**src/dxt_pkg.sv**
```systemverilog
package dxt_pkg;

  // Largest image side in texels, and the widths that follow from it.
  localparam int MAX_SIDE = 4096;
  localparam int SIDE_W   = $clog2(MAX_SIDE) + 1;
  localparam int BLK_W    = $clog2(MAX_SIDE / 4);
  localparam int BCNT_W   = BLK_W + 1;
  localparam int COORD_W  = 12;

  localparam int CFG_IDX_W  = 2;
  localparam int CFG_DATA_W = 13;

  localparam logic [CFG_IDX_W-1:0] REG_FORMAT_MODE  = 2'd0;
  localparam logic [CFG_IDX_W-1:0] REG_IMAGE_WIDTH  = 2'd1;
  localparam logic [CFG_IDX_W-1:0] REG_IMAGE_HEIGHT = 2'd2;

  localparam logic [1:0] MODE_DXT1 = 2'd0;
  localparam logic [1:0] MODE_DXT3 = 2'd1;
  localparam logic [1:0] MODE_DXT5 = 2'd2;

  // One classified block waiting for the texel pass.
  typedef struct packed {
    logic [1:0]       mode;
    logic             four;
    logic [7:0]       r0;
    logic [7:0]       g0;
    logic [7:0]       b0;
    logic [7:0]       r1;
    logic [7:0]       g1;
    logic [7:0]       b1;
    logic [63:0]      aword;
    logic [31:0]      codes;
    logic [15:0]      mask;
    logic [BLK_W-1:0] col;
    logic [BLK_W-1:0] row;
  } blk_entry_t;

  typedef struct packed {
    logic full;
    logic nonempty;
  } q_status_t;

endpackage

```
**src/dxt_front.sv**
```systemverilog
module dxt_front (
  input  logic                          clk,
  input  logic                          rst,
  input  logic                          cfg_we,
  input  logic [dxt_pkg::CFG_IDX_W-1:0] cfg_index,
  input  logic [dxt_pkg::CFG_DATA_W-1:0] cfg_data,
  input  logic                          in_valid,
  output logic                          in_ready,
  input  logic                          first_block,
  input  logic [63:0]                   alpha_word,
  input  logic [63:0]                   color_word,
  input  dxt_pkg::q_status_t            q_stat,
  output logic                          push,
  output dxt_pkg::blk_entry_t           push_entry
);

  logic [1:0]                      format_mode;
  logic [dxt_pkg::SIDE_W-1:0]      image_width;
  logic [dxt_pkg::SIDE_W-1:0]      image_height;
  logic [dxt_pkg::BLK_W-1:0]       block_column;
  logic [dxt_pkg::BLK_W-1:0]       block_row;
  logic [dxt_pkg::BLK_W-1:0]       block_column_next;
  logic [dxt_pkg::BLK_W-1:0]       block_row_next;

  logic [dxt_pkg::SIDE_W-1:0]      w;
  logic [dxt_pkg::SIDE_W-1:0]      h;
  logic [dxt_pkg::SIDE_W:0]        w_sum;
  logic [dxt_pkg::SIDE_W:0]        h_sum;
  logic [dxt_pkg::BCNT_W-1:0]      bw;
  logic [dxt_pkg::BCNT_W-1:0]      bh;
  logic [dxt_pkg::BLK_W-1:0]       col_cur;
  logic [dxt_pkg::BLK_W-1:0]       row_cur;
  logic [dxt_pkg::BCNT_W-1:0]      col_inc;
  logic [dxt_pkg::BCNT_W-1:0]      row_inc;
  logic [3:0]                      col_ok;
  logic [3:0]                      row_ok;
  logic [15:0]                     mask;
  logic [15:0]                     c0;
  logic [15:0]                     c1;
  logic                            accept;

  // v*255/31 = 8v + floor(7v/31); the quotient uses a reciprocal exact for 7v < 256.
  function automatic logic [7:0] expand5(input logic [4:0] v);
    logic [7:0]  v7;
    logic [15:0] p;
    begin
      v7 = 8'(v) * 8'd7;
      p  = 16'(v7) * 16'd265;
      expand5 = {v, 3'b000} + {5'b00000, p[15:13]};
    end
  endfunction

  // v*255/63 = 4v + floor(v/21).
  function automatic logic [7:0] expand6(input logic [5:0] v);
    logic [1:0] q;
    begin
      q = 2'(v >= 6'd21) + 2'(v >= 6'd42) + 2'(v >= 6'd63);
      expand6 = {v, 2'b00} + {6'b000000, q};
    end
  endfunction

  always_comb begin
    if (image_width == '0) begin
      w = dxt_pkg::SIDE_W'(1);
    end else if (image_width > dxt_pkg::SIDE_W'(dxt_pkg::MAX_SIDE)) begin
      w = dxt_pkg::SIDE_W'(dxt_pkg::MAX_SIDE);
    end else begin
      w = image_width;
    end
    if (image_height == '0) begin
      h = dxt_pkg::SIDE_W'(1);
    end else if (image_height > dxt_pkg::SIDE_W'(dxt_pkg::MAX_SIDE)) begin
      h = dxt_pkg::SIDE_W'(dxt_pkg::MAX_SIDE);
    end else begin
      h = image_height;
    end
  end

  assign w_sum = {1'b0, w} + (dxt_pkg::SIDE_W + 1)'(3);
  assign h_sum = {1'b0, h} + (dxt_pkg::SIDE_W + 1)'(3);
  assign bw    = w_sum[dxt_pkg::BCNT_W+1:2];
  assign bh    = h_sum[dxt_pkg::BCNT_W+1:2];

  assign col_cur = first_block ? '0 : block_column;
  assign row_cur = first_block ? '0 : block_row;

  always_comb begin
    for (int j = 0; j < 4; j++) begin
      col_ok[j] = {1'b0, col_cur, 2'(j)} < w;
      row_ok[j] = {1'b0, row_cur, 2'(j)} < h;
    end
    for (int i = 0; i < 16; i++) begin
      mask[i] = col_ok[i % 4] & row_ok[i / 4];
    end
  end

  assign col_inc = {1'b0, col_cur} + dxt_pkg::BCNT_W'(1);
  assign row_inc = {1'b0, row_cur} + dxt_pkg::BCNT_W'(1);

  always_comb begin
    if (col_inc >= bw) begin
      block_column_next = '0;
      block_row_next    = (row_inc >= bh) ? '0 : row_inc[dxt_pkg::BLK_W-1:0];
    end else begin
      block_column_next = col_inc[dxt_pkg::BLK_W-1:0];
      block_row_next    = row_cur;
    end
  end

  assign c0 = color_word[15:0];
  assign c1 = color_word[31:16];

  always_comb begin
    push_entry.mode  = format_mode;
    push_entry.four  = (format_mode == dxt_pkg::MODE_DXT3) ||
                       (format_mode == dxt_pkg::MODE_DXT5) || (c0 > c1);
    push_entry.r0    = expand5(c0[15:11]);
    push_entry.g0    = expand6(c0[10:5]);
    push_entry.b0    = expand5(c0[4:0]);
    push_entry.r1    = expand5(c1[15:11]);
    push_entry.g1    = expand6(c1[10:5]);
    push_entry.b1    = expand5(c1[4:0]);
    push_entry.aword = alpha_word;
    push_entry.codes = color_word[63:32];
    push_entry.mask  = mask;
    push_entry.col   = col_cur;
    push_entry.row   = row_cur;
  end

  assign in_ready = !q_stat.full;
  assign accept   = in_valid && in_ready;
  // A block that lies wholly outside the image only moves the position.
  assign push     = accept && (mask != '0);

  always_ff @(posedge clk) begin
    if (rst) begin
      format_mode  <= dxt_pkg::MODE_DXT1;
      image_width  <= dxt_pkg::SIDE_W'(4);
      image_height <= dxt_pkg::SIDE_W'(4);
      block_column <= '0;
      block_row    <= '0;
    end else begin
      if (cfg_we) begin
        case (cfg_index)
          dxt_pkg::REG_FORMAT_MODE:  format_mode  <= cfg_data[1:0];
          dxt_pkg::REG_IMAGE_WIDTH:  image_width  <= cfg_data;
          dxt_pkg::REG_IMAGE_HEIGHT: image_height <= cfg_data;
          default: ;
        endcase
      end
      if (accept) begin
        block_column <= block_column_next;
        block_row    <= block_row_next;
      end
    end
  end

endmodule

```
**src/dxt_queue.sv**
```systemverilog
module dxt_queue (
  input  logic                clk,
  input  logic                rst,
  input  logic                push,
  input  dxt_pkg::blk_entry_t push_entry,
  input  logic                pop,
  output dxt_pkg::blk_entry_t head,
  output dxt_pkg::q_status_t  stat
);

  dxt_pkg::blk_entry_t ent [2];
  logic                wr_ptr;
  logic                rd_ptr;
  logic [1:0]          count;
  logic                do_push;
  logic                do_pop;

  assign stat.full     = (count == 2'd2);
  assign stat.nonempty = (count != 2'd0);
  assign do_push       = push && !stat.full;
  assign do_pop        = pop && stat.nonempty;
  assign head          = ent[rd_ptr];

  always_ff @(posedge clk) begin
    if (do_push) begin
      ent[wr_ptr] <= push_entry;
    end
  end

  always_ff @(posedge clk) begin
    if (rst) begin
      wr_ptr <= 1'b0;
      rd_ptr <= 1'b0;
      count  <= 2'd0;
    end else begin
      if (do_push) begin
        wr_ptr <= !wr_ptr;
      end
      if (do_pop) begin
        rd_ptr <= !rd_ptr;
      end
      count <= count + 2'(do_push) - 2'(do_pop);
    end
  end

endmodule

```
**src/dxt_back.sv**
```systemverilog
module dxt_back (
  input  logic                       clk,
  input  logic                       rst,
  input  dxt_pkg::blk_entry_t        head,
  input  dxt_pkg::q_status_t         q_stat,
  output logic                       pop,
  output logic                       out_valid,
  input  logic                       out_ready,
  output logic [7:0]                 blue,
  output logic [7:0]                 green,
  output logic [7:0]                 red,
  output logic [7:0]                 alpha,
  output logic [dxt_pkg::COORD_W-1:0] texel_x,
  output logic [dxt_pkg::COORD_W-1:0] texel_y,
  output logic                       last_texel
);

  localparam logic [1:0] AOP_PASS = 2'd0;
  localparam logic [1:0] AOP_DIV7 = 2'd1;
  localparam logic [1:0] AOP_DIV5 = 2'd2;

  logic [3:0]  idx;
  logic        step;
  logic        emit;
  logic        is_last;
  logic [15:0] rest;
  logic [1:0]  code;
  logic [2:0]  ac;
  logic [3:0]  a4;
  logic [7:0]  a0;
  logic [7:0]  a1;
  logic [3:0]  wa;
  logic [3:0]  wb;
  logic [11:0] pa;
  logic [11:0] pb;

  logic        cop_d;
  logic [9:0]  nb_d;
  logic [9:0]  ng_d;
  logic [9:0]  nr_d;
  logic [1:0]  aop_d;
  logic [10:0] an_d;

  logic                        s1_valid;
  logic                        s1_cop;
  logic [9:0]                  s1_nb;
  logic [9:0]                  s1_ng;
  logic [9:0]                  s1_nr;
  logic [1:0]                  s1_aop;
  logic [10:0]                 s1_an;
  logic [dxt_pkg::COORD_W-1:0] s1_x;
  logic [dxt_pkg::COORD_W-1:0] s1_y;
  logic                        s1_last;
  logic                        s2_load;
  logic                        s1_free;

  function automatic logic [9:0] col_num(input logic [7:0] e0, input logic [7:0] e1,
                                         input logic [1:0] c, input logic four);
    logic [9:0] s;
    begin
      col_num = '0;
      case (c)
        2'd0: col_num = {2'b00, e0};
        2'd1: col_num = {2'b00, e1};
        2'd2: begin
          if (four) begin
            col_num = {1'b0, e0, 1'b0} + {2'b00, e1};
          end else begin
            s = {2'b00, e0} + {2'b00, e1};
            col_num = {1'b0, s[9:1]};
          end
        end
        default: col_num = four ? ({2'b00, e0} + {1'b0, e1, 1'b0}) : 10'd0;
      endcase
    end
  endfunction

  // Truncating quotients by reciprocal; each is exact over its numerator range.
  function automatic logic [7:0] div3(input logic [9:0] x);
    logic [19:0] p;
    begin
      p = 20'(x) * 20'd683;
      div3 = p[18:11];
    end
  endfunction

  function automatic logic [7:0] div7(input logic [10:0] x);
    logic [22:0] p;
    begin
      p = 23'(x) * 23'd2341;
      div7 = p[21:14];
    end
  endfunction

  function automatic logic [7:0] div5(input logic [10:0] x);
    logic [22:0] p;
    begin
      p = 23'(x) * 23'd3277;
      div5 = p[21:14];
    end
  endfunction

  assign rest    = head.mask >> idx;
  assign emit    = rest[0];
  assign is_last = (rest[15:1] == '0);
  assign code    = head.codes[2*idx +: 2];
  assign ac      = head.aword[16 + 3*idx +: 3];
  assign a4      = head.aword[4*idx +: 4];
  assign a0      = head.aword[7:0];
  assign a1      = head.aword[15:8];

  assign wa = (a0 > a1) ? (4'd8 - {1'b0, ac}) : (4'd6 - {1'b0, ac});
  assign wb = {1'b0, ac} - 4'd1;
  assign pa = 12'(wa) * 12'(a0);
  assign pb = 12'(wb) * 12'(a1);

  always_comb begin
    cop_d = head.four && code[1];
    nb_d  = col_num(head.b0, head.b1, code, head.four);
    ng_d  = col_num(head.g0, head.g1, code, head.four);
    nr_d  = col_num(head.r0, head.r1, code, head.four);
    aop_d = AOP_PASS;
    an_d  = 11'd255;
    if (head.mode == dxt_pkg::MODE_DXT3) begin
      an_d = {3'b000, a4, a4};
    end else if (head.mode == dxt_pkg::MODE_DXT5) begin
      if (ac == 3'd0) begin
        an_d = {3'b000, a0};
      end else if (ac == 3'd1) begin
        an_d = {3'b000, a1};
      end else if (a0 > a1) begin
        aop_d = AOP_DIV7;
        an_d  = 11'(pa + pb);
      end else if (ac == 3'd6) begin
        an_d = 11'd0;
      end else if (ac == 3'd7) begin
        an_d = 11'd255;
      end else begin
        aop_d = AOP_DIV5;
        an_d  = 11'(pa + pb);
      end
    end else if (!head.four && (code == 2'd3)) begin
      // Transparent black in the three-colour palette.
      an_d = 11'd0;
    end
  end

  assign s2_load = s1_valid && (!out_valid || out_ready);
  assign s1_free = !s1_valid || s2_load;
  assign step    = q_stat.nonempty && s1_free;
  assign pop     = step && emit && is_last;

  always_ff @(posedge clk) begin
    if (step) begin
      s1_cop  <= cop_d;
      s1_nb   <= nb_d;
      s1_ng   <= ng_d;
      s1_nr   <= nr_d;
      s1_aop  <= aop_d;
      s1_an   <= an_d;
      s1_x    <= {head.col, idx[1:0]};
      s1_y    <= {head.row, idx[3:2]};
      s1_last <= is_last;
    end
    if (s2_load) begin
      blue       <= s1_cop ? div3(s1_nb) : s1_nb[7:0];
      green      <= s1_cop ? div3(s1_ng) : s1_ng[7:0];
      red        <= s1_cop ? div3(s1_nr) : s1_nr[7:0];
      texel_x    <= s1_x;
      texel_y    <= s1_y;
      last_texel <= s1_last;
      case (s1_aop)
        AOP_DIV7: alpha <= div7(s1_an);
        AOP_DIV5: alpha <= div5(s1_an);
        default:  alpha <= s1_an[7:0];
      endcase
    end
  end

  always_ff @(posedge clk) begin
    if (rst) begin
      idx       <= 4'd0;
      s1_valid  <= 1'b0;
      out_valid <= 1'b0;
    end else begin
      if (step) begin
        idx <= pop ? 4'd0 : idx + 4'd1;
      end
      if (s1_free) begin
        s1_valid <= step && emit;
      end
      if (s2_load) begin
        out_valid <= 1'b1;
      end else if (out_ready) begin
        out_valid <= 1'b0;
      end
    end
  end

endmodule

```
**src/dxt_block_texel_decoder_unit.sv**
```systemverilog
// Channel   Direction  Handshake          Payload
// s_*       in         s_tvalid/s_tready  s_tuser first_block, s_tdata alpha, colour words
// m_*       out        m_tvalid/m_tready  m_tdata B,G,R,A,x,y; m_tlast last texel of block
// cfg_*     in         cfg_we             cfg_index, cfg_data
//
// The front expands endpoints and clip mask and queues each block that is not fully clipped.
// The back walks the sixteen texel places one per cycle while the texel pipeline is not held,
// stopping at the last visible texel; texels pass through the s1 and output registers.
// A two-entry queue lets the next blocks enter while the back still works. Synchronous reset
// zeroes the position, sets DXT1 on a 4x4 image and empties the queue and texel pipeline.
// m_tready low with a texel waiting holds the pipeline; s_tready drops only when the queue is full.
module dxt_block_texel_decoder_unit (
  input  logic                           clk,
  input  logic                           rst,
  input  logic                           cfg_we,
  input  logic [dxt_pkg::CFG_IDX_W-1:0]  cfg_index,
  input  logic [dxt_pkg::CFG_DATA_W-1:0] cfg_data,
  input  logic                           s_tvalid,
  output logic                           s_tready,
  input  logic [127:0]                   s_tdata,   // alpha_word, color_word
  input  logic                           s_tuser,   // first_block
  output logic                           m_tvalid,
  input  logic                           m_tready,
  output logic [55:0]                    m_tdata,   // blue, green, red, alpha, texel_x, texel_y
  output logic                           m_tlast    // last_texel
);

  dxt_pkg::blk_entry_t        push_entry;
  dxt_pkg::blk_entry_t        head;
  dxt_pkg::q_status_t         q_stat;
  logic                       push;
  logic                       pop;
  logic [7:0]                 blue;
  logic [7:0]                 green;
  logic [7:0]                 red;
  logic [7:0]                 alpha;
  logic [dxt_pkg::COORD_W-1:0] texel_x;
  logic [dxt_pkg::COORD_W-1:0] texel_y;

  dxt_front u_front (
    .clk         (clk),
    .rst         (rst),
    .cfg_we      (cfg_we),
    .cfg_index   (cfg_index),
    .cfg_data    (cfg_data),
    .in_valid    (s_tvalid),
    .in_ready    (s_tready),
    .first_block (s_tuser),
    .alpha_word  (s_tdata[63:0]),
    .color_word  (s_tdata[127:64]),
    .q_stat      (q_stat),
    .push        (push),
    .push_entry  (push_entry)
  );

  dxt_queue u_queue (
    .clk        (clk),
    .rst        (rst),
    .push       (push),
    .push_entry (push_entry),
    .pop        (pop),
    .head       (head),
    .stat       (q_stat)
  );

  dxt_back u_back (
    .clk        (clk),
    .rst        (rst),
    .head       (head),
    .q_stat     (q_stat),
    .pop        (pop),
    .out_valid  (m_tvalid),
    .out_ready  (m_tready),
    .blue       (blue),
    .green      (green),
    .red        (red),
    .alpha      (alpha),
    .texel_x    (texel_x),
    .texel_y    (texel_y),
    .last_texel (m_tlast)
  );

  assign m_tdata = {texel_y, texel_x, alpha, red, green, blue};

endmodule

```
**config.mk**
```make
export PLATFORM = sky130hd
export DESIGN_NAME = dxt_block_texel_decoder_unit
export DESIGN_NICKNAME = d
export VERILOG_FILES = /design/src/dxt_pkg.sv /design/src/dxt_front.sv /design/src/dxt_queue.sv /design/src/dxt_back.sv /design/src/dxt_block_texel_decoder_unit.sv
export SDC_FILE = /design/constraint.sdc
export NUM_CORES = 2
export LEC_CHECK = 0
export BUFFER_PORTS_ARGS = -buffer_cell sky130_fd_sc_hd__buf_4
export CORE_MARGIN = 1
export CORE_UTILIZATION = 57
export DETAILED_ROUTE_END_ITERATION = 6
export PLACE_DENSITY = 0.78
export SLEW_MARGIN = 10
export SYNTH_ARGS = -nofsm -noshare
export SYNTH_HDL_FRONTEND = slang
export SYNTH_SLANG_ARGS = --single-unit
```
**constraint.sdc**
```tcl
create_clock -name clk -period 23.8 [get_ports clk]
set_clock_uncertainty 0.1 [all_clocks]
set_input_delay 3.57 -clock clk [delete_from_list [all_inputs] [get_ports clk]]
set_output_delay 3.57 -clock clk [all_outputs]
set_load 0.02 [all_outputs]
```
==> reports/metrics.cfg <==
[clock_tree]
cts_tree=done
postCtsSetupBuffers=0
cts.clk_slew.worst_paths_ns=0.07
clkLatencyLatePin_ns=0.63
numCtsBuffers=57
holdBufCountCts=0
cts.sinks=551
root_buffer=clkbuf_16
cts.path.max_buffers=3
ctsResizeCount=0
htree_levels=2

[place]
dp_hpwl_mm=67.52
dp_cells=4494
numPortBuffers=207
pre_cts_ws_ns=14.22
place_congestion=0.9281

[drt]
drtIter0Drc=1842
drc=0
wl_per_cell_um=19.47
via_per_inst=5.740
num_vias=26410
wirelength_mm=89.58
ant_nets=0
dr.pass1.iters=5

[floorplan]
start_util=0.5751
io-pin-count=208
coreArea_um2=69910
rows=97
dieWidth_um=267.6
fp.dieH_um=267.6
die_area_um2=71600

[grt]
gr-usage-met1=0.3462
grt_pass1_vias=26490
grt.met3_usage=0.04579
grt_pass1_wl_mm=142.0
antenna_found_initial=7
grt_use_total=0.2533
gr-usage-met2=0.4113
top_usage_layer=met2
grt_overflow=0
grt_max_degree=76

[setup_path]
cpMostUsedCell=fa_1
cpPeakStageDelay_ns=0.95
crit_fanout=56
path_class=register to register
crit_slowest_cell=dfxtp_4
crit_path_start_kind=register
crit_path_end_kind=register
path_buf_inv=7
arrival_ns=10.01
path_delay_family=adder cells
worstPathRequired_ns=24.08

[timing]
maxSlewViolCount=0
tightest_slew_ns=1.031
fin_ws_ns=14.07
setup_violations=0
fin_tns_setup_ns=0
rsz0062_at_grt=no
finalCriticalPeriod_ns=9.731
max_freq_mhz=102.8
slew_headroom=0.3128
period_share=0.4088
hold_violations=0
hold_ws_ns=0.3160

[hold_path]
holdCritStartpoint=u_back.s1_x[4]$_DFFE_PP_
hold_class=register to register

[synthesis]
synth.most_common_cell=ha_1
synth_edf_count=492
syn_nets=4316
syn_avg_cell_area_um2=11.79
synth_top_area_frac=0.3675
synth_seq_cells=551
synthCells=3411
synth_area_um2=40200
yosysUniqueCellTypes=75
synthArstFlopShare=0
yosys-top-cells-area=edfxtp_1, ha_1, fa_1
synth_flop_cell=edfxtp_1
synth_area_leader_cell=edfxtp_1
seq_area_frac_synth=0.3969
yosys_warnings=0
yosys-top-cells-count=ha_1, edfxtp_1, inv_1

[layout]
flow.area_growth_from_synthesis_pct=11.28
fillers=5327
fin_cells=4601
layout.nets=4518
multi_input_area_um2=22340
final_layout_size_suffix_gt1_frac=0.1427
regArea_um2=15960

[outcome]
status=completed

[job]
maxCapViolCount=0

cell usage in the layout, fill, tap and decap left out, drive strengths merged, types with 18 or more instances in the layout:
| cell type | n |
|---|---|
| ha | 572 |
| edfxtp | 492 |
| inv | 408 |
| buf | 236 |
| nor2 | 191 |
| nand2 | 188 |
| a21oi | 186 |
| fa | 184 |
| xnor2 | 115 |
| mux2i | 106 |
| o21ai | 93 |
| mux2 | 91 |
| a21o | 68 |
| clkbuf | 66 |
| mux4 | 63 |
| xor2 | 60 |
| dfxtp | 59 |
| nor2b | 53 |
| nand3 | 41 |
| nand2b | 39 |
| nor3 | 27 |
| nand4 | 24 |
| o21bai | 24 |
| clkinv | 21 |
| or2 | 18 |
stage by stage:
| stage | util | area, um2 |
|---|---|---|
| 5_1_grt | 0.6399 | 44740 |
| 3_5_place_dp | 0.6117 | 42760 |
| 3_3_place_gp | 0.6117 | 42760 |
| 4_1_cts | 0.6399 | 44730 |
| 6_report | 0.6400 | 44740 |
| 2_1_floorplan | - | 40210 |
metal layers:
metal,share of wire,routed length (um)
met3,0.062,5552
met1,0.44,39430
met4,0.029,2631
met5,0.00084,75
met2,0.47,41900
worst reg2reg max path: cells and delay by family, from the launching register on:
kind                     cells  cell delay, ns
adder cells (fa/ha/maj)      7            3.10
XOR/XNOR                     3            0.52
AO/OA/AOI/OAI                8            2.00
AND/OR/NAND/NOR              3            0.26
flip-flops                   1            0.95
multiplexers                 2            0.56
buffers and inverters        7            1.97
flip-flops by register name, summed over array words and instances, names as in the netlist, 11 cells and up, named ones only:
signal                cells
u_back.s1_an             11
u_back.s1_x              12
u_back.s1_y              12
u_back.texel_x           12
u_back.texel_y           12
u_front.image_height     13
u_front.image_width      13
u_queue.ent             366
path summary, 6_finish.rpt:
path / to / slack [ns] / cells past startpoint
worst min-delay path: u_back.texel_x[4]$_DFFE_PP_ / 0.32 / 0
worst min register to register: u_back.texel_x[4]$_DFFE_PP_ / 0.32 / 0
worst max register to register: u_back.s1_an[10]$_SDFFCE_PP0P_ / 14.07 / 30
worst max-delay path: u_back.s1_an[10]$_SDFFCE_PP0P_ / 14.07 / 30
layout make-up:
| cell class | instances | share of cell area |
|---|---|---|
| Sequential cell | 551 | 0.3568 |
| Clock inverter | 39 | 0.01001 |
| Multi-Input combinational cell | 2363 | 0.4993 |
| Inverter | 404 | 0.03392 |
| Antenna cell | 2 | 0.0001119 |
| Timing Repair Buffer | 236 | 0.03960 |
| Tap cell | 940 | 0.02629 |
| Clock buffer | 66 | 0.03404 |
logic make-up after synthesis:
logic type                 count (synthesis)  share of synthesized area
adders and majority gates                756                     0.2696
AOI/OAI and AO/OA                        527                    0.08303
and+or+nand+nor                          644                    0.07619
muxes                                    260                    0.08717
DFF                                      551                     0.3969
xor gates and xnor gates                 175                    0.03812
other                                      1                 0.00009328
buffers and inverters                    497                    0.04889
Power is not shown: default switching activity piles up to over one toggle a cycle in this logic, so the estimate is an artifact.
